`src/sle_pkg.sv`:
```
`timescale 1ns / 1ps
// ----------------------------------------------------------------------------
// sle_pkg
// Shared constants and types of the sorted list engine: capacity, command and
// status codes, and the token that walks along the row of list cells.
// ----------------------------------------------------------------------------
package sle_pkg;

  // list capacity and count width (holds 0 .. CAPACITY)
  localparam int CAPACITY = 16;
  localparam int CNT_W    = $clog2(CAPACITY + 1);

  // field widths
  localparam int VAL_W    = 32;
  localparam int STAT_W   = 3;
  localparam int COUNT_W  = 5;

  // command codes
  typedef enum logic {
    CMD_INSERT = 1'b0,
    CMD_REMOVE = 1'b1
  } cmd_t;

  // status codes
  typedef enum logic [STAT_W-1:0] {
    ST_INSERTED  = 3'd0,
    ST_REMOVED   = 3'd1,
    ST_NOT_FOUND = 3'd2,
    ST_EMPTY     = 3'd3,
    ST_FULL      = 3'd4
  } status_t;

  // command token handed from cell to cell, one cell per cycle
  typedef struct packed {
    logic                    act;    // token present
    cmd_t                    op;     // insert or remove
    logic signed [VAL_W-1:0] carry;  // value travelling right
    logic [CNT_W-1:0]        rem;    // entries left from this cell on
    logic                    found;  // remove: match seen, shifting left
    logic                    done;   // end of list reached
  } token_t;

endpackage

```
`src/sle_cell.sv`:
```
`timescale 1ns / 1ps
// ----------------------------------------------------------------------------
// sle_cell
// One list slot. Holds a stored value and processes the command token when it
// passes: insert swaps in the carried value, remove pulls in the right value.
// ----------------------------------------------------------------------------
module sle_cell (
  input  logic                            clk,
  input  logic                            rst,
  input  sle_pkg::token_t                 tok_in,
  input  logic signed [sle_pkg::VAL_W-1:0] right_value,
  output logic signed [sle_pkg::VAL_W-1:0] value,
  output sle_pkg::token_t                 tok_out
);

  sle_pkg::token_t                  tok_next;
  logic signed [sle_pkg::VAL_W-1:0] value_next;
  logic                             at_end;

  // slot update and outgoing token
  always_comb begin
    at_end     = (tok_in.rem == '0);
    tok_next   = tok_in;
    value_next = value;
    if (!at_end) begin
      tok_next.rem = tok_in.rem - sle_pkg::CNT_W'(1);
    end
    if (tok_in.act && !tok_in.done) begin
      if (at_end) begin
        // first slot past the stored entries
        tok_next.done = 1'b1;
        if (tok_in.op == sle_pkg::CMD_INSERT) begin
          value_next = tok_in.carry;
        end
      end else if (tok_in.op == sle_pkg::CMD_INSERT) begin
        // first not-smaller entry and everything after it move right
        if (value >= tok_in.carry) begin
          value_next     = tok_in.carry;
          tok_next.carry = value;
        end
      end else begin
        // from the first match on, close the gap
        if (tok_in.found || value == tok_in.carry) begin
          tok_next.found = 1'b1;
          value_next     = right_value;
        end
      end
    end
  end

  // token register, control only
  always_ff @(posedge clk) begin
    if (rst) begin
      tok_out <= '0;
    end else begin
      tok_out <= tok_next;
    end
  end

  // stored value, no reset
  always_ff @(posedge clk) begin
    value <= value_next;
  end

endmodule

```
`src/sle_ctrl.sv`:
```
`timescale 1ns / 1ps
// ----------------------------------------------------------------------------
// sle_ctrl
// Command front end: keeps the entry count, launches tokens into the cell row,
// collects them at the tail and buffers results for the output channel.
// ----------------------------------------------------------------------------
module sle_ctrl (
  input  logic                              clk,
  input  logic                              rst,
  // command beat
  input  logic                              in_valid,
  output logic                              in_ready,
  input  sle_pkg::cmd_t                     in_cmd,
  input  logic signed [sle_pkg::VAL_W-1:0]  in_value,
  // cell row
  output sle_pkg::token_t                   head_tok,
  input  sle_pkg::token_t                   tail_tok,
  // result beat
  output logic                              out_valid,
  input  logic                              out_ready,
  output sle_pkg::status_t                  out_status,
  output logic [sle_pkg::COUNT_W-1:0]       out_count
);

  logic [sle_pkg::CNT_W-1:0]   cnt;
  logic                        inflight;
  logic                        pend_valid;
  sle_pkg::status_t            pend_status;
  logic [sle_pkg::CNT_W-1:0]   pend_cnt;
  logic                        accept;
  logic                        is_full;
  logic                        is_empty;
  logic                        refuse;     // full insert or empty remove
  logic                        pend_take;  // output register loads pending result
  sle_pkg::token_t             head_next;

  assign in_ready  = !inflight && !pend_valid;
  assign accept    = in_valid && in_ready;
  assign is_full   = (cnt == sle_pkg::CNT_W'(sle_pkg::CAPACITY));
  assign is_empty  = (cnt == '0);
  assign refuse    = accept && ((in_cmd == sle_pkg::CMD_INSERT && is_full) ||
                                (in_cmd == sle_pkg::CMD_REMOVE && is_empty));
  assign pend_take = pend_valid && (!out_valid || out_ready);

  // token launched into the row
  always_comb begin
    head_next = '0;
    if (accept && !refuse) begin
      head_next.act   = 1'b1;
      head_next.op    = in_cmd;
      head_next.carry = in_value;
      head_next.rem   = cnt;
    end
  end

  // launch, completion, count and result buffering
  always_ff @(posedge clk) begin
    if (rst) begin
      cnt        <= '0;
      inflight   <= 1'b0;
      pend_valid <= 1'b0;
      out_valid  <= 1'b0;
      head_tok   <= '0;
    end else begin
      head_tok <= head_next;

      // output register takes the pending result when free
      if (pend_take) begin
        out_valid  <= 1'b1;
        out_status <= pend_status;
        out_count  <= sle_pkg::COUNT_W'(pend_cnt);
      end else if (out_valid && out_ready) begin
        out_valid <= 1'b0;
      end

      // command in flight until its token leaves the last cell
      if (head_next.act) begin
        inflight <= 1'b1;
      end else if (tail_tok.act) begin
        inflight <= 1'b0;
      end

      // pending result: refused command now, others at the tail
      if (refuse) begin
        pend_valid  <= 1'b1;
        pend_status <= is_full ? sle_pkg::ST_FULL : sle_pkg::ST_EMPTY;
        pend_cnt    <= cnt;
      end else if (tail_tok.act) begin
        pend_valid <= 1'b1;
        if (tail_tok.op == sle_pkg::CMD_INSERT) begin
          pend_status <= sle_pkg::ST_INSERTED;
          pend_cnt    <= cnt + sle_pkg::CNT_W'(1);
          cnt         <= cnt + sle_pkg::CNT_W'(1);
        end else if (tail_tok.found) begin
          pend_status <= sle_pkg::ST_REMOVED;
          pend_cnt    <= cnt - sle_pkg::CNT_W'(1);
          cnt         <= cnt - sle_pkg::CNT_W'(1);
        end else begin
          pend_status <= sle_pkg::ST_NOT_FOUND;
          pend_cnt    <= cnt;
        end
      end else if (pend_take) begin
        pend_valid <= 1'b0;
      end
    end
  end

endmodule

```
`src/sorted_list_engine.sv`:
```
`timescale 1ns / 1ps
// ----------------------------------------------------------------------------
// sorted_list_engine
// Bounded ascending list of signed 32-bit values with insert and remove
// commands, built as a row of compare-and-shift cells.
// ----------------------------------------------------------------------------
//  channel  dir  tdata                 tuser
//  s_axis   in   value[31:0]           cmd[0]
//  m_axis   out  count[4:0], 0 pad     status[2:0]
//
//  A command beat walks the row of CAPACITY cells one cell per cycle; its
//  result goes from the last cell through a pending buffer to the output
//  register (full insert and empty remove skip the row). One command is in
//  flight at a time: the next beat is taken once its result leaves the buffer.
//  A finished result may wait on m_axis while the next command is taken.
//  rst clears the count and all control; stored values need no reset.
// ----------------------------------------------------------------------------
module sorted_list_engine (
  input  logic        clk,
  input  logic        rst,
  input  logic        s_axis_tvalid,
  output logic        s_axis_tready,
  input  logic [31:0] s_axis_tdata,   // value[31:0]
  input  logic        s_axis_tuser,   // cmd[0]
  output logic        m_axis_tvalid,
  input  logic        m_axis_tready,
  output logic [7:0]  m_axis_tdata,   // count[4:0], zeros [7:5]
  output logic [2:0]  m_axis_tuser    // status[2:0]
);

  sle_pkg::token_t                  tok  [sle_pkg::CAPACITY+1];
  logic signed [sle_pkg::VAL_W-1:0] vals [sle_pkg::CAPACITY];
  sle_pkg::status_t                 status;
  logic [sle_pkg::COUNT_W-1:0]      count;

  // command front end
  sle_ctrl u_ctrl (
    .clk        (clk),
    .rst        (rst),
    .in_valid   (s_axis_tvalid),
    .in_ready   (s_axis_tready),
    .in_cmd     (sle_pkg::cmd_t'(s_axis_tuser)),
    .in_value   ($signed(s_axis_tdata)),
    .head_tok   (tok[0]),
    .tail_tok   (tok[sle_pkg::CAPACITY]),
    .out_valid  (m_axis_tvalid),
    .out_ready  (m_axis_tready),
    .out_status (status),
    .out_count  (count)
  );

  // row of list cells
  for (genvar i = 0; i < sle_pkg::CAPACITY; i++) begin : g_cell
    logic signed [sle_pkg::VAL_W-1:0] right;
    if (i == sle_pkg::CAPACITY - 1) begin : g_last
      assign right = '0;
    end else begin : g_mid
      assign right = vals[i+1];
    end
    sle_cell u_cell (
      .clk         (clk),
      .rst         (rst),
      .tok_in      (tok[i]),
      .right_value (right),
      .value       (vals[i]),
      .tok_out     (tok[i+1])
    );
  end

  assign m_axis_tdata = {3'b000, count};
  assign m_axis_tuser = status;

endmodule
```
`config.mk`:
```
export PLATFORM = sky130hd
export DESIGN_NAME = sorted_list_engine
export DESIGN_NICKNAME = d
export VERILOG_FILES = /design/src/sle_pkg.sv /design/src/sle_cell.sv /design/src/sle_ctrl.sv /design/src/sorted_list_engine.sv
export SDC_FILE = /design/constraint.sdc
export NUM_CORES = 2
export LEC_CHECK = 0
export ABC_CLOCK_PERIOD_IN_PS = 5000
export BUFFER_PORTS_ARGS = -buffer_cell sky130_fd_sc_hd__buf_4
export CAP_MARGIN = 20
export CORE_MARGIN = 1
export CORE_UTILIZATION = 53
export DETAILED_ROUTE_END_ITERATION = 12
export PLACE_DENSITY = 0.68
export SKIP_LAST_GASP = 1
export SLEW_MARGIN = 20
export SYNTH_ARGS = -nofsm -noshare
export SYNTH_HDL_FRONTEND = slang
export SYNTH_SLANG_ARGS = --single-unit
```
`constraint.sdc`:
```
create_clock -name clk -period 5 [get_ports clk]
set_input_delay 1 -clock clk [delete_from_list [all_inputs] [get_ports clk]]
set_output_delay 1 -clock clk [all_outputs]
set_load 0.01 [all_outputs]
```
==> impl_metrics.sql <==
INSERT INTO impl_metrics (metric_group, metric, value, unit) VALUES
('timing', 'fmax', '238', 'MHz'),
('hold_path', 'holdPathEnd', 'u_ctrl.out_count[1]$_DFFE_PP_', ''),
('placement', 'routabilityCongestion', '0.875', ''),
('timing', 'fin_setup_tns', '0', 'ns'),
('synthesis', 'synthFlopType', 'dfxtp_1', ''),
('power_and_ir_drop', 'irDropWorstVdd', '0.308', 'mV'),
('setup_path', 'timing.critical_path.fanout_max', '21', ''),
('routing', 'drt-wirelength-per-cell', '19.0', 'µm'),
('setup_path', 'worstRegToRegCells', '8', ''),
('power_and_ir_drop', 'p_int', '16.0', 'mW'),
('synthesis', 'ys_seq_elements', '1193', ''),
('clocking', 'cts_buffers', '121', ''),
('placement', 'detailedPlacementHpwl', '105', 'mm'),
('timing', 'timing.final.ws_setup', '0.793', 'ns'),
('global_routing', 'globalRouteMet1Util', '35.7', '%'),
('setup_path', 'path_cells', 'ha_1 > nand4_1 > nor4_1 > nor4bb_1 > inv_1 > a21oi_4 > buf_4 > mux2i_1', ''),
('routing', 'remaining_antenna_violation_count_after_routing', '0', ''),
('synthesis', 'yosysSeqAreaShare', '47.9', '%'),
('setup_path', 'timing.critical_path.arrival', '4.84', 'ns'),
('setup_path', 'r2r-start', 'g_cell[5].u_cell.value[30]$_DFFE_PP_', ''),
('global_routing', 'grt_usage', '24.5', '%'),
('synthesis', 'synthesis.yosys.warnings', '0', ''),
('global_routing', 'global_route.usage.met3', '2.46', '%'),
('setup_path', 'worst_r2r_endpoint', 'g_cell[5].u_cell.tok_out[28]$_SDFF_PP0_', ''),
('timing', 'finClkSkew', '0.0246', 'ns'),
('layout', 'area.growth.synth_to_final', '10.7', '%'),
('layout', 'finalCoreUtilization', '59.6', '%'),
('setup_path', 'crit_type', 'reg2reg', ''),
('synthesis', 'number_of_enable_type_register_cells_in_the_synthesized_netlist', '528', ''),
('synthesis', 'netlist_area', '0.0609', 'mm²'),
('clocking', 'cts-hold-fix-buffers', '0', ''),
('floorplan', 'die_w', '341', 'µm'),
('timing', 'tightestPinTransition', '1.00', 'ns'),
('synthesis', 'synth-simple-area-share', '13.7', '%'),
('power_and_ir_drop', 'p_sw_share', '20.8', '%'),
('synthesis', 'asyncSetResetFlopFracSynth', '0', '%'),
('clocking', 'cts_tree', 'done', ''),
('status', 'status', 'finished clean', ''),
('clocking', 'htree_levels', '3', ''),
('run', 'drv_cap', '0', ''),
('power_and_ir_drop', 'net-switching-power', '4.21', 'mW'),
('hold_path', 'min_path_cells', '0', ''),
('placement', 'io_buffers', '46', ''),
('global_routing', 'top_usage_layer', 'met2', ''),
('global_routing', 'antenna_found_initial', '0', ''),
('hold_path', 'min_path_type', 'reg2reg', ''),
('timing', 'unrepaired_setup_endpoints_after_global_routing', 'false', ''),
('floorplan', 'die_h', '341', 'µm'),
('setup_path', 'cpPeakStageDelay', '0.80', 'ns'),
('routing', 'detail_route.drc_violations', '0', ''),
('routing', 'drtIter0Drc', '3455', ''),
('setup_path', 'slowest_stage', 'a21oi_4', ''),
('hold_path', 'min_from', 'u_ctrl.pend_cnt[1]$_DFFE_PP_', ''),
('synthesis', 'synth_area_per_cell', '10.2', 'µm²'),
('timing', 'slew_headroom', '32.7', '%'),
('timing', 'min_period_over_period', '84.1', '%'),
('routing', 'routed-via-count', '42300', ''),
('power_and_ir_drop', 'powerDensity', '300', 'mW/mm²'),
('placement', 'dpl_worst_slack', '0.819', 'ns'),
('clocking', 'clkSlewWorstSetupHoldPaths', '0.06', 'ns'),
('layout', 'commonest_non_fill_non_tap_cells_in_the_layout', 'nand2_1, dfxtp_1, inv_1, ha_1, edfxtp_1', ''),
('routing', 'postRouteWirelength', '143', 'mm'),
('synthesis', 'synth_cell_type_count', '73', ''),
('synthesis', 'muxShareOfSynthArea', '13.1', '%'),
('clocking', 'postCtsSetupRepairBufs', '0', ''),
('timing', 'timing_hold_violations_final', '0', ''),
('clocking', 'post_cts_resized', '0', ''),
('setup_path', 'timing.critical_path.to_type', 'flip-flop', ''),
('setup_path', 'worst_setup_path_start_kind', 'flip-flop', ''),
('floorplan', 'io_pins', '50', ''),
('setup_path', 'rrSetupSlack', '0.79', 'ns');
==> how the worst max path moves through the flow <==
stage,from,endpoint,slack (ns),depth (start not counted)
2_1_floorplan,g_cell[8].u_cell.value[1]$_DFFE_PP_,g_cell[8].u_cell.value[0]$_DFFE_PP_,0.17,8
3_3_place_gp,g_cell[1].u_cell.value[30]$_DFFE_PP_,g_cell[1].u_cell.value[9]$_DFFE_PP_,0.97,9
3_5_place_dp,g_cell[5].u_cell.value[30]$_DFFE_PP_,g_cell[5].u_cell.tok_out[38]$_SDFF_PP0_,0.82,8
4_1_cts,g_cell[5].u_cell.value[30]$_DFFE_PP_,g_cell[5].u_cell.tok_out[28]$_SDFF_PP0_,0.77,8
5_1_grt,g_cell[5].u_cell.value[30]$_DFFE_PP_,g_cell[5].u_cell.tok_out[28]$_SDFF_PP0_,0.63,8
6_report,g_cell[5].u_cell.value[30]$_DFFE_PP_,g_cell[5].u_cell.tok_out[28]$_SDFF_PP0_,0.79,8
==> flip-flops by register name, indices dropped and copies added (netlist names) <==
| signal | flops |
|---|---|
| g_cell.u_cell.tok_out | 618 |
| g_cell.u_cell.value | 512 |
| u_ctrl.head_tok | 39 |
| u_ctrl.cnt | 5 |
| u_ctrl.out_count | 5 |
| u_ctrl.pend_cnt | 5 |
| u_ctrl.out_status | 3 |
| u_ctrl.pend_status | 3 |
| u_ctrl.inflight | 1 |
| u_ctrl.out_valid | 1 |
| u_ctrl.pend_valid | 1 |
==> metal layers <==
layer / vias to the layer above / wire, µm
met3: 209 / 6420
met2: 1020 / 64400
met5: - / 0
li1: 20900 / -
met4: 0 / 3360
met1: 20200 / 69100
==> synthesized netlist by cell type (10+ instances only) <==
library cell	instances	area share (%)
nand2b_1	40	0.41
o21a_1	15	0.18
nand4_1	113	1.2
or3b_1	28	0.40
a21o_1	29	0.36
nor2b_1	53	0.54
and2_1	70	0.72
nand3_1	54	0.44
a211oi_1	33	0.41
o31ai_1	66	0.81
dfxtp_1	665	22
nand2_1	1004	6.2
nor3_1	92	0.76
edfxtp_1	528	26
o41ai_1	10	0.14
nor2_1	144	0.89
o211a_1	15	0.25
a21oi_1	318	2.6
or4_1	33	0.41
mux2_2	374	6.9
ha_1	530	11
inv_1	580	3.6
xnor2_1	59	0.85
clkbuf_1	195	1.2
a2111o_1	12	0.22
nor4_1	40	0.41
mux2i_1	379	6.2
and4_1	11	0.16
buf_2	67	0.55
or4b_1	35	0.58
o211ai_1	23	0.28
a2111oi_0	12	0.17
o21ai_0	222	1.8
==> critical path: cells and delay by family (launching register included) <==
kind | cells | cell delay [ns]
simple gates | 3 | 1.61
compound gates | 1 | 0.80
buf+inv | 2 | 0.63
flops | 1 | 0.46
fa+ha+maj | 1 | 0.35
mux | 1 | 0.26
==> kinds of logic after synthesis <==
group	count (synthesis)
adders and majority gates	530
xor gates and xnor gates	61
and+or+nand+nor	1762
AOI/OAI and AO/OA	804
muxes	753
other	1
buffers and inverters	854
DFF	1193
==> cell type report <==
type	count	area, µm²
Timing Repair Buffer	128	1090
Tap cell	1500	1880
Sequential cell	1193	29200
Multi-Input combinational cell	3913	28700
Inverter	584	2200
Fill cell	9336	45700
Clock inverter	73	922
Clock buffer	158	3370
==> metrics by stage <==
| stage | power, mW | hold slack, ns | area, µm² | std cells |
|---|---|---|---|---|
| final | 20.2 | 0.420 | 67400 | 7549 |
| after global routing | 20.8 | 0.425 | 67400 | 7549 |
| after CTS | 20.4 | 0.419 | 67300 | 7548 |
| after detailed placement | 10.7 | 0.407 | 63000 | 7317 |
| after global placement | 10.7 | 0.401 | 63000 | 7316 |
| after floorplan | 10.6 | 0.400 | 60900 | 5960 |
==> power groups by stage <==
stage	combinational (mW)	clock, mW	sequential [mW]
after detailed placement	0.355	0	10.4
after floorplan	0.250	0	10.4
after global placement	0.349	0	10.4
final	0.356	9.71	10.2
after global routing	0.399	10.2	10.2
after CTS	0.356	9.86	10.2
(Power assumes the default switching activity.)
